==> src/rtl/core/ewt_pkg.sv <==
// ----------------------------------------------------------------------------
// ewt_pkg
// Shared types and constants of the due-date ordering and weighted tardiness
// core.
// ----------------------------------------------------------------------------
package ewt_pkg;

  localparam int MAX_TASKS = 32;
  localparam int IDX_W     = (MAX_TASKS > 1) ? $clog2(MAX_TASKS) : 1;
  localparam int CNT_W     = $clog2(MAX_TASKS + 1);

  localparam int PROC_W    = 16;
  localparam int WEIGHT_W  = 8;
  localparam int DUE_W     = 20;
  localparam int INDEX_W   = 6;
  localparam int FINISH_W  = 23;
  localparam int PROD_W    = FINISH_W + WEIGHT_W;
  localparam int SUM_W     = 40;

  typedef struct packed {
    logic [PROC_W-1:0]   proc_time;
    logic [WEIGHT_W-1:0] weight;
    logic [DUE_W-1:0]    due_date;
  } task_t;

  typedef enum logic [7:0] {
    ST_IDLE  = 8'b0000_0001,
    ST_STORE = 8'b0000_0010,
    ST_LATE  = 8'b0000_0100,
    ST_ADD   = 8'b0000_1000,
    ST_SCAN  = 8'b0001_0000,
    ST_TAKE  = 8'b0010_0000,
    ST_MUL   = 8'b0100_0000,
    ST_EMIT  = 8'b1000_0000
  } state_t;

endpackage

==> src/rtl/core/ewt_in_if.sv <==
// ----------------------------------------------------------------------------
// ewt_in_if
// Task channel: one item carries one task of the set.
// ----------------------------------------------------------------------------
interface ewt_in_if;
  logic                          valid;
  logic                          ready;
  logic [ewt_pkg::PROC_W-1:0]    proc_time;
  logic [ewt_pkg::WEIGHT_W-1:0]  weight;
  logic [ewt_pkg::DUE_W-1:0]     due_date;
  logic                          last_task;

  modport source (output valid, proc_time, weight, due_date, last_task, input ready);
  modport sink   (input valid, proc_time, weight, due_date, last_task, output ready);
endinterface

==> src/rtl/core/ewt_out_if.sv <==
// ----------------------------------------------------------------------------
// ewt_out_if
// Result channel: one item carries one task index of the due-date order.
// ----------------------------------------------------------------------------
interface ewt_out_if;
  logic                          valid;
  logic                          ready;
  logic [ewt_pkg::INDEX_W-1:0]   task_index;
  logic                          end_of_order;
  logic [ewt_pkg::SUM_W-1:0]     edd_penalty;
  logic [ewt_pkg::SUM_W-1:0]     load_order_penalty;

  modport source (output valid, task_index, end_of_order, edd_penalty,
                  load_order_penalty, input ready);
  modport sink   (input valid, task_index, end_of_order, edd_penalty,
                  load_order_penalty, output ready);
endinterface

==> src/rtl/core/ewt_late_mul.sv <==
// ----------------------------------------------------------------------------
// ewt_late_mul
// Registered weighted lateness: max(0, finish - due) times weight.
// ----------------------------------------------------------------------------
module ewt_late_mul (
  input  logic                          clk,
  input  logic [ewt_pkg::FINISH_W-1:0]  finish,
  input  logic [ewt_pkg::DUE_W-1:0]     due_date,
  input  logic [ewt_pkg::WEIGHT_W-1:0]  weight,
  output logic [ewt_pkg::PROD_W-1:0]    prod
);

  logic [ewt_pkg::FINISH_W-1:0] due_ext;
  logic [ewt_pkg::FINISH_W-1:0] late;
  logic [ewt_pkg::PROD_W-1:0]   prod_r;

  assign due_ext = ewt_pkg::FINISH_W'(due_date);
  assign late    = (finish > due_ext) ? (finish - due_ext) : '0;

  always_ff @(posedge clk) begin
    prod_r <= ewt_pkg::PROD_W'(late) * ewt_pkg::PROD_W'(weight);
  end

  assign prod = prod_r;

endmodule

==> src/rtl/core/edd_weighted_tardiness_core.sv <==
// ----------------------------------------------------------------------------
// edd_weighted_tardiness_core
// Stores a set of tasks, sums the weighted tardiness of the load order, then
// emits the task indices in earliest-due-date order with both penalties.
// ----------------------------------------------------------------------------
// Each input item carries one task; the item with last_task set closes the
// set. Up to 32 tasks are kept in a task memory with one write and one read
// port; further tasks are dropped, though a dropped closing item still closes
// the set. A task item passes through the states STORE, LATE and ADD; ADD
// takes the product of the lateness multiplier, which the due-date pass
// shares. No new item is taken until the block is back in IDLE. After the
// closing item the block emits one result item per stored task. Each
// result needs one scan of the task memory, which is read through a
// register. The final result carries end_of_order and both penalties;
// earlier results carry zero penalties.
// The result register holds an item until the receiver takes it; the scan
// for the next index proceeds meanwhile, and after the final result is
// registered the block accepts the next set at once. Synchronous reset
// clears the set, both sums and the valid flag of the result register; the
// task memory needs no clearing because only stored entries are read.
// ----------------------------------------------------------------------------
module edd_weighted_tardiness_core (
  input  logic       clk,
  input  logic       rst_n,
  ewt_in_if.sink     in_chan,
  ewt_out_if.source  out_chan
);

  ewt_pkg::state_t                 state_r, state_nxt;
  ewt_pkg::task_t                  mem [ewt_pkg::MAX_TASKS];
  ewt_pkg::task_t                  rd_data_r;
  ewt_pkg::task_t                  item_r;
  logic                            last_r;
  logic                            stored_r, stored_nxt;

  logic [ewt_pkg::CNT_W-1:0]       count_r, count_nxt;
  logic [ewt_pkg::CNT_W-1:0]       emit_cnt_r, emit_cnt_nxt;
  logic [ewt_pkg::CNT_W-1:0]       scan_addr_r, scan_addr_nxt;
  logic                            rd_valid_r, rd_valid_nxt;
  logic [ewt_pkg::IDX_W-1:0]       rd_idx_r;
  logic [ewt_pkg::MAX_TASKS-1:0]   taken_r, taken_nxt;

  logic                            found_r, found_nxt;
  logic [ewt_pkg::IDX_W-1:0]       best_idx_r, best_idx_nxt;
  ewt_pkg::task_t                  best_r, best_nxt;

  logic [ewt_pkg::FINISH_W-1:0]    completion_r, completion_nxt;
  logic [ewt_pkg::FINISH_W-1:0]    finish_r, finish_nxt;
  logic [ewt_pkg::SUM_W-1:0]       load_sum_r, load_sum_nxt;
  logic [ewt_pkg::SUM_W-1:0]       edd_sum_r, edd_sum_nxt;
  logic                            edd_add_r, edd_add_nxt;
  logic [ewt_pkg::SUM_W-1:0]       edd_total;

  logic                            out_valid_r, out_valid_nxt;
  logic [ewt_pkg::INDEX_W-1:0]     out_index_r;
  logic                            out_end_r;
  logic [ewt_pkg::SUM_W-1:0]       out_edd_r;
  logic [ewt_pkg::SUM_W-1:0]       out_load_r;

  logic [ewt_pkg::FINISH_W-1:0]    mul_finish;
  logic [ewt_pkg::DUE_W-1:0]       mul_due;
  logic [ewt_pkg::WEIGHT_W-1:0]    mul_weight;
  logic [ewt_pkg::PROD_W-1:0]      mul_prod;

  logic                            in_fire;
  logic                            issue;
  logic                            out_free;
  logic                            final_emit;
  logic                            load_out;

  assign in_chan.ready = (state_r == ewt_pkg::ST_IDLE);
  assign in_fire       = in_chan.valid && in_chan.ready;
  assign issue         = (scan_addr_r < count_r);
  assign out_free      = !out_valid_r || out_chan.ready;
  assign final_emit    = ((emit_cnt_r + 1'b1) == count_r);
  assign load_out      = (state_r == ewt_pkg::ST_EMIT) && out_free;
  assign edd_total     = edd_add_r ? (edd_sum_r + ewt_pkg::SUM_W'(mul_prod)) : edd_sum_r;

  always_comb begin
    if (state_r == ewt_pkg::ST_LATE) begin
      mul_finish = completion_r;
      mul_due    = item_r.due_date;
      mul_weight = stored_r ? item_r.weight : '0;
    end else begin
      mul_finish = finish_r;
      mul_due    = best_r.due_date;
      mul_weight = best_r.weight;
    end
  end

  ewt_late_mul u_late_mul (
    .clk      (clk),
    .finish   (mul_finish),
    .due_date (mul_due),
    .weight   (mul_weight),
    .prod     (mul_prod)
  );

  always_comb begin
    state_nxt      = state_r;
    stored_nxt     = stored_r;
    count_nxt      = count_r;
    emit_cnt_nxt   = emit_cnt_r;
    scan_addr_nxt  = scan_addr_r;
    rd_valid_nxt   = 1'b0;
    taken_nxt      = taken_r;
    found_nxt      = found_r;
    best_idx_nxt   = best_idx_r;
    best_nxt       = best_r;
    completion_nxt = completion_r;
    finish_nxt     = finish_r;
    load_sum_nxt   = load_sum_r;
    edd_sum_nxt    = edd_sum_r;
    edd_add_nxt    = 1'b0;
    out_valid_nxt  = out_valid_r;

    if (out_valid_r && out_chan.ready) begin
      out_valid_nxt = 1'b0;
    end

    // The product of the previous cycle lands in the due-date sum here.
    if (edd_add_r) begin
      edd_sum_nxt = edd_total;
    end

    unique case (state_r)
      ewt_pkg::ST_IDLE: begin
        if (in_fire) begin
          state_nxt = ewt_pkg::ST_STORE;
        end
      end
      ewt_pkg::ST_STORE: begin
        stored_nxt = (count_r < ewt_pkg::CNT_W'(ewt_pkg::MAX_TASKS));
        if (stored_nxt) begin
          count_nxt      = count_r + 1'b1;
          completion_nxt = completion_r + ewt_pkg::FINISH_W'(item_r.proc_time);
        end
        state_nxt = ewt_pkg::ST_LATE;
      end
      ewt_pkg::ST_LATE: begin
        state_nxt = ewt_pkg::ST_ADD;
      end
      ewt_pkg::ST_ADD: begin
        load_sum_nxt = load_sum_r + ewt_pkg::SUM_W'(mul_prod);
        if (last_r) begin
          scan_addr_nxt = '0;
          found_nxt     = 1'b0;
          emit_cnt_nxt  = '0;
          state_nxt     = ewt_pkg::ST_SCAN;
        end else begin
          state_nxt = ewt_pkg::ST_IDLE;
        end
      end
      ewt_pkg::ST_SCAN: begin
        rd_valid_nxt = issue;
        if (issue) begin
          scan_addr_nxt = scan_addr_r + 1'b1;
        end
        if (rd_valid_r && !taken_r[rd_idx_r] &&
            (!found_r || (rd_data_r.due_date < best_r.due_date))) begin
          found_nxt    = 1'b1;
          best_idx_nxt = rd_idx_r;
          best_nxt     = rd_data_r;
        end
        if (!issue && !rd_valid_r) begin
          state_nxt = ewt_pkg::ST_TAKE;
        end
      end
      ewt_pkg::ST_TAKE: begin
        taken_nxt[best_idx_r] = 1'b1;
        finish_nxt = finish_r + ewt_pkg::FINISH_W'(best_r.proc_time);
        state_nxt  = ewt_pkg::ST_MUL;
      end
      ewt_pkg::ST_MUL: begin
        edd_add_nxt = 1'b1;
        state_nxt   = ewt_pkg::ST_EMIT;
      end
      ewt_pkg::ST_EMIT: begin
        if (out_free) begin
          out_valid_nxt = 1'b1;
          if (final_emit) begin
            count_nxt      = '0;
            emit_cnt_nxt   = '0;
            taken_nxt      = '0;
            completion_nxt = '0;
            finish_nxt     = '0;
            load_sum_nxt   = '0;
            edd_sum_nxt    = '0;
            state_nxt      = ewt_pkg::ST_IDLE;
          end else begin
            emit_cnt_nxt  = emit_cnt_r + 1'b1;
            scan_addr_nxt = '0;
            found_nxt     = 1'b0;
            state_nxt     = ewt_pkg::ST_SCAN;
          end
        end
      end
      default: begin
        state_nxt = ewt_pkg::ST_IDLE;
      end
    endcase
  end

  always_ff @(posedge clk) begin
    if (!rst_n) begin
      state_r      <= ewt_pkg::ST_IDLE;
      stored_r     <= 1'b0;
      count_r      <= '0;
      emit_cnt_r   <= '0;
      scan_addr_r  <= '0;
      rd_valid_r   <= 1'b0;
      taken_r      <= '0;
      found_r      <= 1'b0;
      completion_r <= '0;
      finish_r     <= '0;
      load_sum_r   <= '0;
      edd_sum_r    <= '0;
      edd_add_r    <= 1'b0;
      out_valid_r  <= 1'b0;
    end else begin
      state_r      <= state_nxt;
      stored_r     <= stored_nxt;
      count_r      <= count_nxt;
      emit_cnt_r   <= emit_cnt_nxt;
      scan_addr_r  <= scan_addr_nxt;
      rd_valid_r   <= rd_valid_nxt;
      taken_r      <= taken_nxt;
      found_r      <= found_nxt;
      completion_r <= completion_nxt;
      finish_r     <= finish_nxt;
      load_sum_r   <= load_sum_nxt;
      edd_sum_r    <= edd_sum_nxt;
      edd_add_r    <= edd_add_nxt;
      out_valid_r  <= out_valid_nxt;
    end
  end

  always_ff @(posedge clk) begin
    best_idx_r <= best_idx_nxt;
    best_r     <= best_nxt;
    rd_idx_r   <= scan_addr_r[ewt_pkg::IDX_W-1:0];
    if (in_fire) begin
      item_r.proc_time <= in_chan.proc_time;
      item_r.weight    <= in_chan.weight;
      item_r.due_date  <= in_chan.due_date;
      last_r           <= in_chan.last_task;
    end
  end

  always_ff @(posedge clk) begin
    if ((state_r == ewt_pkg::ST_STORE) &&
        (count_r < ewt_pkg::CNT_W'(ewt_pkg::MAX_TASKS))) begin
      mem[count_r[ewt_pkg::IDX_W-1:0]] <= item_r;
    end
    rd_data_r <= mem[scan_addr_r[ewt_pkg::IDX_W-1:0]];
  end

  always_ff @(posedge clk) begin
    if (load_out) begin
      out_index_r <= ewt_pkg::INDEX_W'(best_idx_r);
      out_end_r   <= final_emit;
      out_edd_r   <= final_emit ? edd_total : '0;
      out_load_r  <= final_emit ? load_sum_r : '0;
    end
  end

  assign out_chan.valid              = out_valid_r;
  assign out_chan.task_index         = out_index_r;
  assign out_chan.end_of_order       = out_end_r;
  assign out_chan.edd_penalty        = out_edd_r;
  assign out_chan.load_order_penalty = out_load_r;

endmodule

==> src/flat_wrapper.sv <==
// flat-port wrapper written by rule: the top's interface ports become plain ports
module edd_weighted_tardiness_core_flat 
  (clk, rst_n, in_chan_valid, in_chan_proc_time, in_chan_weight, in_chan_due_date, in_chan_last_task, in_chan_ready, out_chan_valid, out_chan_task_index, out_chan_end_of_order, out_chan_edd_penalty, out_chan_load_order_penalty, out_chan_ready);
  ewt_in_if in_chan_i ();
  ewt_out_if out_chan_i ();
  input  logic clk;
  input  logic rst_n;
  input wire logic [$bits(in_chan_i.valid)-1:0] in_chan_valid;
  input wire logic [$bits(in_chan_i.proc_time)-1:0] in_chan_proc_time;
  input wire logic [$bits(in_chan_i.weight)-1:0] in_chan_weight;
  input wire logic [$bits(in_chan_i.due_date)-1:0] in_chan_due_date;
  input wire logic [$bits(in_chan_i.last_task)-1:0] in_chan_last_task;
  output wire logic [$bits(in_chan_i.ready)-1:0] in_chan_ready;
  output wire logic [$bits(out_chan_i.valid)-1:0] out_chan_valid;
  output wire logic [$bits(out_chan_i.task_index)-1:0] out_chan_task_index;
  output wire logic [$bits(out_chan_i.end_of_order)-1:0] out_chan_end_of_order;
  output wire logic [$bits(out_chan_i.edd_penalty)-1:0] out_chan_edd_penalty;
  output wire logic [$bits(out_chan_i.load_order_penalty)-1:0] out_chan_load_order_penalty;
  input wire logic [$bits(out_chan_i.ready)-1:0] out_chan_ready;
  assign in_chan_i.valid = in_chan_valid;
  assign in_chan_i.proc_time = in_chan_proc_time;
  assign in_chan_i.weight = in_chan_weight;
  assign in_chan_i.due_date = in_chan_due_date;
  assign in_chan_i.last_task = in_chan_last_task;
  assign in_chan_ready = in_chan_i.ready;
  assign out_chan_valid = out_chan_i.valid;
  assign out_chan_task_index = out_chan_i.task_index;
  assign out_chan_end_of_order = out_chan_i.end_of_order;
  assign out_chan_edd_penalty = out_chan_i.edd_penalty;
  assign out_chan_load_order_penalty = out_chan_i.load_order_penalty;
  assign out_chan_i.ready = out_chan_ready;
  edd_weighted_tardiness_core u_core (.clk(clk), .rst_n(rst_n), .in_chan(in_chan_i), .out_chan(out_chan_i));
endmodule
==> config.mk <==
export PLATFORM = sky130hd
export DESIGN_NAME = edd_weighted_tardiness_core_flat
export DESIGN_NICKNAME = d
export VERILOG_FILES = /design/src/rtl/core/ewt_pkg.sv /design/src/rtl/core/ewt_in_if.sv /design/src/rtl/core/ewt_out_if.sv /design/src/rtl/core/ewt_late_mul.sv /design/src/rtl/core/edd_weighted_tardiness_core.sv /design/src/flat_wrapper.sv
export SDC_FILE = /design/constraint.sdc
export NUM_CORES = 2
export LEC_CHECK = 0
export BUFFER_PORTS_ARGS = -buffer_cell sky130_fd_sc_hd__buf_4
export CORE_MARGIN = 1
export CORE_UTILIZATION = 35
export DETAILED_ROUTE_END_ITERATION = 10
export PLACE_DENSITY_LB_ADDON = 0.2
export SETUP_SLACK_MARGIN = 0.2
export SLEW_MARGIN = 20
export SYNTH_ARGS = -nofsm -noshare
export SYNTH_HDL_FRONTEND = slang
export SYNTH_SLANG_ARGS = --single-unit
==> constraint.sdc <==
create_clock -name clk -period 9.2 [get_ports clk]
set_input_delay 1.84 -clock clk [delete_from_list [all_inputs] [get_ports clk]]
set_output_delay 1.84 -clock clk [all_outputs]
set_load 0.02 [all_outputs]
---- Word level (Yosys, flattened, before mapping) ----
Memories as Yosys holds them, arrays and structs flattened. A register that Yosys moved wholly into a read port is not among the register bits.
Index checks and enable logic that the tools add are counted.
storage, ports and cells
  bits of input ports ..................... 49
  RAM bits ................................ 1408
  register bits ........................... 405
  word-level logic and storage cells ...... 146
  output and inout port bits .............. 89
  memories ................................ 1
cells by class
  multiplexer cells ....................... 54
  add/sub/neg operators ................... 8
  equality and inequality tests ........... 18
  multiply operators ...................... 1
  bitwise gates (word level) .............. 1
  $lt $le $gt $ge ......................... 7
  reductions and logical operators ........ 28
memories
  memory      words  width  read ports  clocked after memory_dff  write ports  line                               text
  u_core.mem  32     44     1           1                         1            edd_weighted_tardiness_core.sv:30  ewt_pkg::task_t mem [ewt_pkg::MAX_TASKS];
operator list
  operator             number
  $mux 40              7
  $mux 23              5
  $pmux 23 s2          2
  $add 40x31->40       2
  $pmux 40 s2          1
  $mux 32              2
  $pmux 32 s2          1
  $pmux 8 s8           1
  $mux 6               9
  $add 23x16->23       2
  $mux 8               5
  $or 32x32->32        1
  $mul 23x8->31        1
  $pmux 6 s2           2
  $gt 23x20->1         1
  $sub 23x20->23       1
  $lt 20x20->1         1
  $mux 20              1
  $add 6x1->6 const B  3
  $pmux 6 s3           1
  $lt 5x6->1 const B   2
  $mux 1               12
  $ne 2x1->1 const B   6
  $reduce_and 3->1     4
  25 further kinds     44

---- Longest topological paths before layout ----
  depth after elaboration ................. 7
  mapped depth ............................ 38
  gate-level depth less buffers ........... 34

---- Hierarchy ----
A second synthesis with hierarchy kept.
unflattened totals
  cell total of the unflattened synthesis .. 4915
  area, all modules ....................... 81240.4 µm²
modules (own cells, without submodules)
  module                       area each (µm²)  cells an instance  times used  seq. area each (µm²)
  edd_weighted_tardiness_core  73442.9          3979               1           52450.3
  ewt_late_mul                 7797.5           936                1           620.6

---- Least setup slack after synthesis ----
OpenSTA, ideal clock, no wires.
  kind .................................... reg2reg
  start point ............................. reg u_core.state_r[0]
  end point ............................... reg u_core.u_late_mul.prod_r, in the netlist u_core.u_late_mul.prod[29]
  path buffers ............................ 5
  slack ................................... 0.021 ns
  data required time ...................... 9.080 ns
  library setup time ...................... 0.120 ns
  arrival ................................. 9.059 ns
  cell stages (with the launch flop) ...... 37
  path through ............................ dfxtp_1 or4_1 or3_1 or3b_1 clkbuf_1 buf_2 buf_1 mux2i_1 inv_1 ha_1 nor2b_1 o211ai_1 a21oi_1 o2111ai_1 a31oi_1 a31oi_1 o22ai_2 buf_2 buf_1 nand3_1 fa_1 inv_1 fa_1 fa_1 inv_1 fa_1 inv_1 ha_1 o21a_1 o211a_1 o21ai_0 o21ai_0 nand3_1 a311oi_1 a21bo_2 o221ai_1 xnor2_1
on the way
  longest elaborated chain between the ends .. 5
  elaborated cells between the ends (all ways) .. 8
  classes of those cells .................. add/sub: 1; mul: 1; order compare: 1; eq/ne: 1; mux: 4
RTL lines
  element                                         line                                text
  from (decl)                                     edd_weighted_tardiness_core.sv:29   ewt_pkg::state_t state_r, state_nxt;
  from (signal assigned)                          edd_weighted_tardiness_core.sv:206  state_r <= ewt_pkg::ST_IDLE;
  from (signal assigned)                          edd_weighted_tardiness_core.sv:221  state_r <= state_nxt;
  $eq 8x3->1 (*)                                  edd_weighted_tardiness_core.sv:80   if (state_r == ewt_pkg::ST_LATE) begin
  $mux 23 or $mux 20 (tied branches)              edd_weighted_tardiness_core.sv:80
  $sub 23x20->23 or $gt 23x20->1 (tied branches)  ewt_late_mul.sv:18                  assign late = (finish > due_ext) ? (finish - due_ext) : '0;
  $mux 23                                         ewt_late_mul.sv:18
  $mul 23x8->31 (*)                               ewt_late_mul.sv:21                  prod_r <= ewt_pkg::PROD_W'(late) * ewt_pkg::PROD_W'(weight);
  to (signal assigned)                            ewt_late_mul.sv:21
  to (decl)                                       ewt_late_mul.sv:15                  logic [ewt_pkg::PROD_W-1:0] prod_r;
Every way passes the cells marked *; elsewhere a longest branch is shown, timed or not.
A chain may end at the register's enable or synchronous reset.

---- Worst setup path in the final report ----
  start point ............................. reg u_core.state_r[1]
  end point ............................... reg u_core.u_late_mul.prod_r, in the netlist u_core.u_late_mul.prod[27]
Same word-level chain as after synthesis.

==> flow_summary.yaml <==
run_status:
  status: "finished clean"
global_routing:
  maximum_number_of_pins_on_one_net_before_global_route_repair: 118
  gr-total-overflow: 0
  grt_first_pass_wirelength_um: 322000
  antenna_found_initial: 13
  grtUsageTotal_pct: 19.2
  first_global_vias: 45161
floorplan:
  fp.dieW_um: 482
  ioPinCount: 138
  rows: 175
  fp.dieArea_um2: 233000
  floorplan.initialDensity_pct: 35.4
  die_height_um: 482
  coreArea_um2: 228000
synth:
  async_flop_share_pct: 0
  post_synth_num_cell_types: 83
  synth-seq-cells: 1857
  postSynthNetCount: 5298
  synth.avg_cell_area_um2: 16.4
  dominantRegCellSynth: "sky130_fd_sc_hd__edfxtp_1"
  syn_area_um2: 80800
  synth_edf_count: 1588
  postSynthCellCount: 4923
  synth_top_cell_by_area: "sky130_fd_sc_hd__edfxtp_1"
  number_of_warnings_issued_by_yosys: 0
  share_of_the_synthesized_area_in_the_top_cell_type_pct: 59.0
  seq_area_frac_synth_pct: 65.7
  area_contributors_post_synth: "sky130_fd_sc_hd__edfxtp_1 (59%), sky130_fd_sc_hd__mux4_2 (13%), sky130_fd_sc_hd__dfxtp_1 (6.7%), sky130_fd_sc_hd__fa_1 (3.2%), sky130_fd_sc_hd__ha_1 (3.0%)"
finish:
  finish.net_count: 5596
  post_route_cells_drive_above_1_share_pct: 22.3
  nFillCells: 20646
  finalCoreUtilization_pct: 40.8
  area_delta_synth_final_pct: 15.5
route:
  postRouteWirelength_um: 224000
  route.detailed.vias_per_inst: 5.35
  drc_errors: 0
  num_vias: 44907
  drt.antenna.violating_nets: 0
  detail_route.iter0.violations: 4067
  detail_route.first_pass.iterations: 5
  routedWlPerCell_um: 26.7
worst_setup_path:
  critPathKind: "flip-flop to flip-flop"
  timing.critical_path.from_type: "flip-flop"
  reg2regPathDepth: 35
  regToRegSetupSlack_ns: 0.49
  setup.worst_path.end_class: "flip-flop"
  critical_path_peak_fanout: 9
  critical-path-top-cell-by-count: "sky130_fd_sc_hd__fa_1"
  timing.critical_path.slowest_cell_delay_ns: 0.55
  crit_path_start: "u_core.state_r[1]"
  slowest_stage: "sky130_fd_sc_hd__or4_1"
  critical_path.reg2reg.startpoint: "u_core.state_r[1]"
  critical_path.reg2reg.endpoint: "u_core.u_late_mul.prod[27]"
  cp.required_ns: 9.92
  critical_path_arrival_ns: 9.44
cts:
  cts.clk_slew.worst_paths_ns: 0.06
  ctsRootBufferMaster: "sky130_fd_sc_hd__clkbuf_16"
  numClockSinks: 1857
  clkLatencyLatePin_ns: 0.89
  tritoncts: "done"
  htree_levels: 4
  cts-buffers-inserted: 198
  cts_hold_buf: 0
  cts-root-to-sink-buffers: 3
sta:
  post-route-min-period_ns: 8.71
  finalSetupTns_ns: 0
  maxSlewHeadroom_pct: 17.1
  timing_hold_violations_final: 0
  setup_viol: 0
  grt_setup_unrepaired: "yes"
  fin_skew_ns: 0.122
  max_slew.worst_pin.slew_ns: 1.24
  clock.fmax_mhz: 115
  min_period_over_period_pct: 94.7
  finalMaxSlewViolations: 0
hold_path:
  hp-start: "u_core.rd_data_r[22]"
  min_path_cells: 0
  hold_path_class: "flip-flop to flip-flop"
  worstHoldEndpoint: "u_core.best_r[22]"
place:
  port_buffers: 136
  dp_hpwl_um: 136000
  replace_congestion: 0.916
pwr:
  fin_total_pwr_mw: 17.5
  power.density_nw_per_um2: 187
  total_leakage_power_nw: 31.8
  power.ir.vdd_worst_v: 0.000153
flow_run:
  maxCapViolations: 0
-- state kept, by name, summed over array words and instances, names as in the netlist, 5 cells and up --
signal                              count
u_core.best_idx_r                       5
u_core.emit_cnt_r                       6
u_core.out_chan.load_order_penalty     40
u_core.out_chan.task_index              5
u_core.finish_r                        23
u_core.taken_r                         32
u_core.u_late_mul.prod                 31
u_core.completion_r                    23
u_core.best_r                          44
u_core.out_chan.edd_penalty            40
u_core.count_r                          6
u_core.load_sum_r                      40
u_core.rd_data_r                       44
u_core.state_r                          8
u_core.item_r                          44
u_core.scan_addr_r                      6
u_core.mem                           1408
u_core.edd_sum_r                       40
u_core.rd_idx_r                         5
-- worst max-delay path: cells and delay by family, from the launching register on --
family          cells  cell delay [ns]
compound gates     13             2.49
fa+ha+maj           6             2.69
buf+inv             7             0.81
xor+xnor            1             0.14
simple gates        8             2.09
flops               1             0.35
-- through the flow --
stage / std cells / worst slack [ns] / area (um^2) / hold slack, ns
3_3_place_gp: 8009 / 0.211 / 86200 / 0.387
5_1_grt: 8396 / 0.132 / 93300 / 0.405
3_5_place_dp: 8009 / 0.112 / 86200 / 0.391
6_report: 8398 / 0.489 / 93300 / 0.403
4_1_cts: 8379 / 0.226 / 92800 / 0.404
2_1_floorplan: 4923 / 0.244 / 80800 / 0.354
-- cells by family (layout without fill, tap and decap cells) --
| family | after synthesis | in the layout | synth area share, % |
|---|---|---|---|
| compound gates | 573 | 573 | 4.60 |
| buf+inv | 437 | 901 | 2.05 |
| xor+xnor | 145 | 145 | 1.57 |
| other cells | 1 | 3 | 0.00464 |
| flops | 1857 | 1857 | 65.7 |
| mux | 537 | 537 | 13.7 |
| simple gates | 1047 | 1047 | 6.10 |
| fa+ha+maj | 326 | 326 | 6.27 |
-- cell type report --
type                            instances  area, um^2  share of cell area, %
Inverter                              232         872                  0.935
Antenna cell                            2        5.00                0.00536
Sequential cell                      1857       53100                   56.9
Clock inverter                        103        1180                   1.26
Clock buffer                          263        5330                   5.71
Timing Repair Buffer                  303        2390                   2.57
Tap cell                             3009        3760                   4.04
Multi-Input combinational cell       2629       26700                   28.6
-- worst max-delay path by stage --
stage	end	slack, ns	depth (start not counted)
2_1_floorplan	u_core.u_late_mul.prod[30]	0.24	37
3_3_place_gp	u_core.u_late_mul.prod[30]	0.21	33
3_5_place_dp	u_core.u_late_mul.prod[30]	0.11	32
4_1_cts	u_core.u_late_mul.prod[30]	0.23	33
5_1_grt	u_core.u_late_mul.prod[30]	0.13	33
6_report	u_core.u_late_mul.prod[27]	0.49	35
-- synthesized netlist by cell type, drive strengths merged (6+ instances only) --
master,instances
edfxtp,1588
mux4,450
nor2,404
dfxtp,269
inv,232
nand2,228
ha,195
a21oi,177
clkbuf,152
fa,131
o21ai,109
nand3,88
xnor2,85
and3,67
xor2,60
a21o,53
buf,53
mux2,45
nand2b,45
mux2i,42
nand4,36
nor2b,35
nor3,34
a21boi,33
and2,26
a31oi,24
o21a,23
or3,19
a211oi,18
o211ai,15
a22oi,14
o21bai,14
nor3b,12
o2111ai,11
nor4,9
o31ai,9
or2,9
a311oi,8
a2111oi,7
and4,7
nand3b,7
o31a,6
-- layout by cell type, fill, tap and decap left out, types with 12 or more instances in the layout --
cell type                   netlist  layout
sky130_fd_sc_hd__inv_1          232     231
sky130_fd_sc_hd__nand4_1         36      36
sky130_fd_sc_hd__nand2_1        228     224
sky130_fd_sc_hd__and3_1          67      67
sky130_fd_sc_hd__mux4_2         450     450
sky130_fd_sc_hd__nor2b_1         35      35
sky130_fd_sc_hd__buf_4            2     292
sky130_fd_sc_hd__xor2_1          60      60
sky130_fd_sc_hd__nand2b_1        45      45
sky130_fd_sc_hd__nor2_4           1      34
sky130_fd_sc_hd__o21ai_0        108     103
sky130_fd_sc_hd__edfxtp_1      1588    1588
sky130_fd_sc_hd__clkinv_2         0      30
sky130_fd_sc_hd__dfxtp_1        269     264
sky130_fd_sc_hd__o211ai_1        15      15
sky130_fd_sc_hd__mux2_2          45      45
sky130_fd_sc_hd__xnor2_1         85      84
sky130_fd_sc_hd__bufinv_16        0      12
sky130_fd_sc_hd__o21bai_1        14      14
sky130_fd_sc_hd__and2_1          26      24
sky130_fd_sc_hd__nand3_1         88      85
sky130_fd_sc_hd__a211oi_1        17      16
sky130_fd_sc_hd__a21boi_0        33      30
sky130_fd_sc_hd__a21o_1          53      53
sky130_fd_sc_hd__a22oi_1         14      14
sky130_fd_sc_hd__clkbuf_16        0     201
sky130_fd_sc_hd__nor3_1          34      33
sky130_fd_sc_hd__mux2i_1         42      41
sky130_fd_sc_hd__a21oi_1        177     170
sky130_fd_sc_hd__o21a_1          23      23
sky130_fd_sc_hd__nor2_1         403     363
sky130_fd_sc_hd__clkinv_1         0      31
sky130_fd_sc_hd__clkbuf_1       152      53
sky130_fd_sc_hd__clkinv_16        0      14
sky130_fd_sc_hd__or3_1           19      17
sky130_fd_sc_hd__a31oi_1         24      22
sky130_fd_sc_hd__ha_1           195     187
sky130_fd_sc_hd__fa_1           131     129
-- metal layers --
| layer | part of all wire [%] | vias to the layer above | GRT usage, % |
|---|---|---|---|
| met5 | 0 | - | 0 |
| met3 | 5.1 | 256 | 2.73 |
| li1 | - | 19651 | - |
| met1 | 46 | 23704 | 27.6 |
| met2 | 47 | 1296 | 30.4 |
| met4 | 2.4 | 0 | 4.99 |
-- power by group --
group	total [mW]	internal [mW]	switching, mW
combinational	0.302	0.0808	0.221
clock	7.90	4.46	3.45
sequential	9.25	9.20	0.0492
total	17.5	13.7	3.72
-- timing repair --
item                                    4_1_cts  5_1_grt
pin swaps                                     3       16
endpoints found under the setup margin        3        9
gates cloned                                  0        2
setup buffers                                 4       11
gates resized for setup                       5       60
Power figures use the tool's default switching activity.
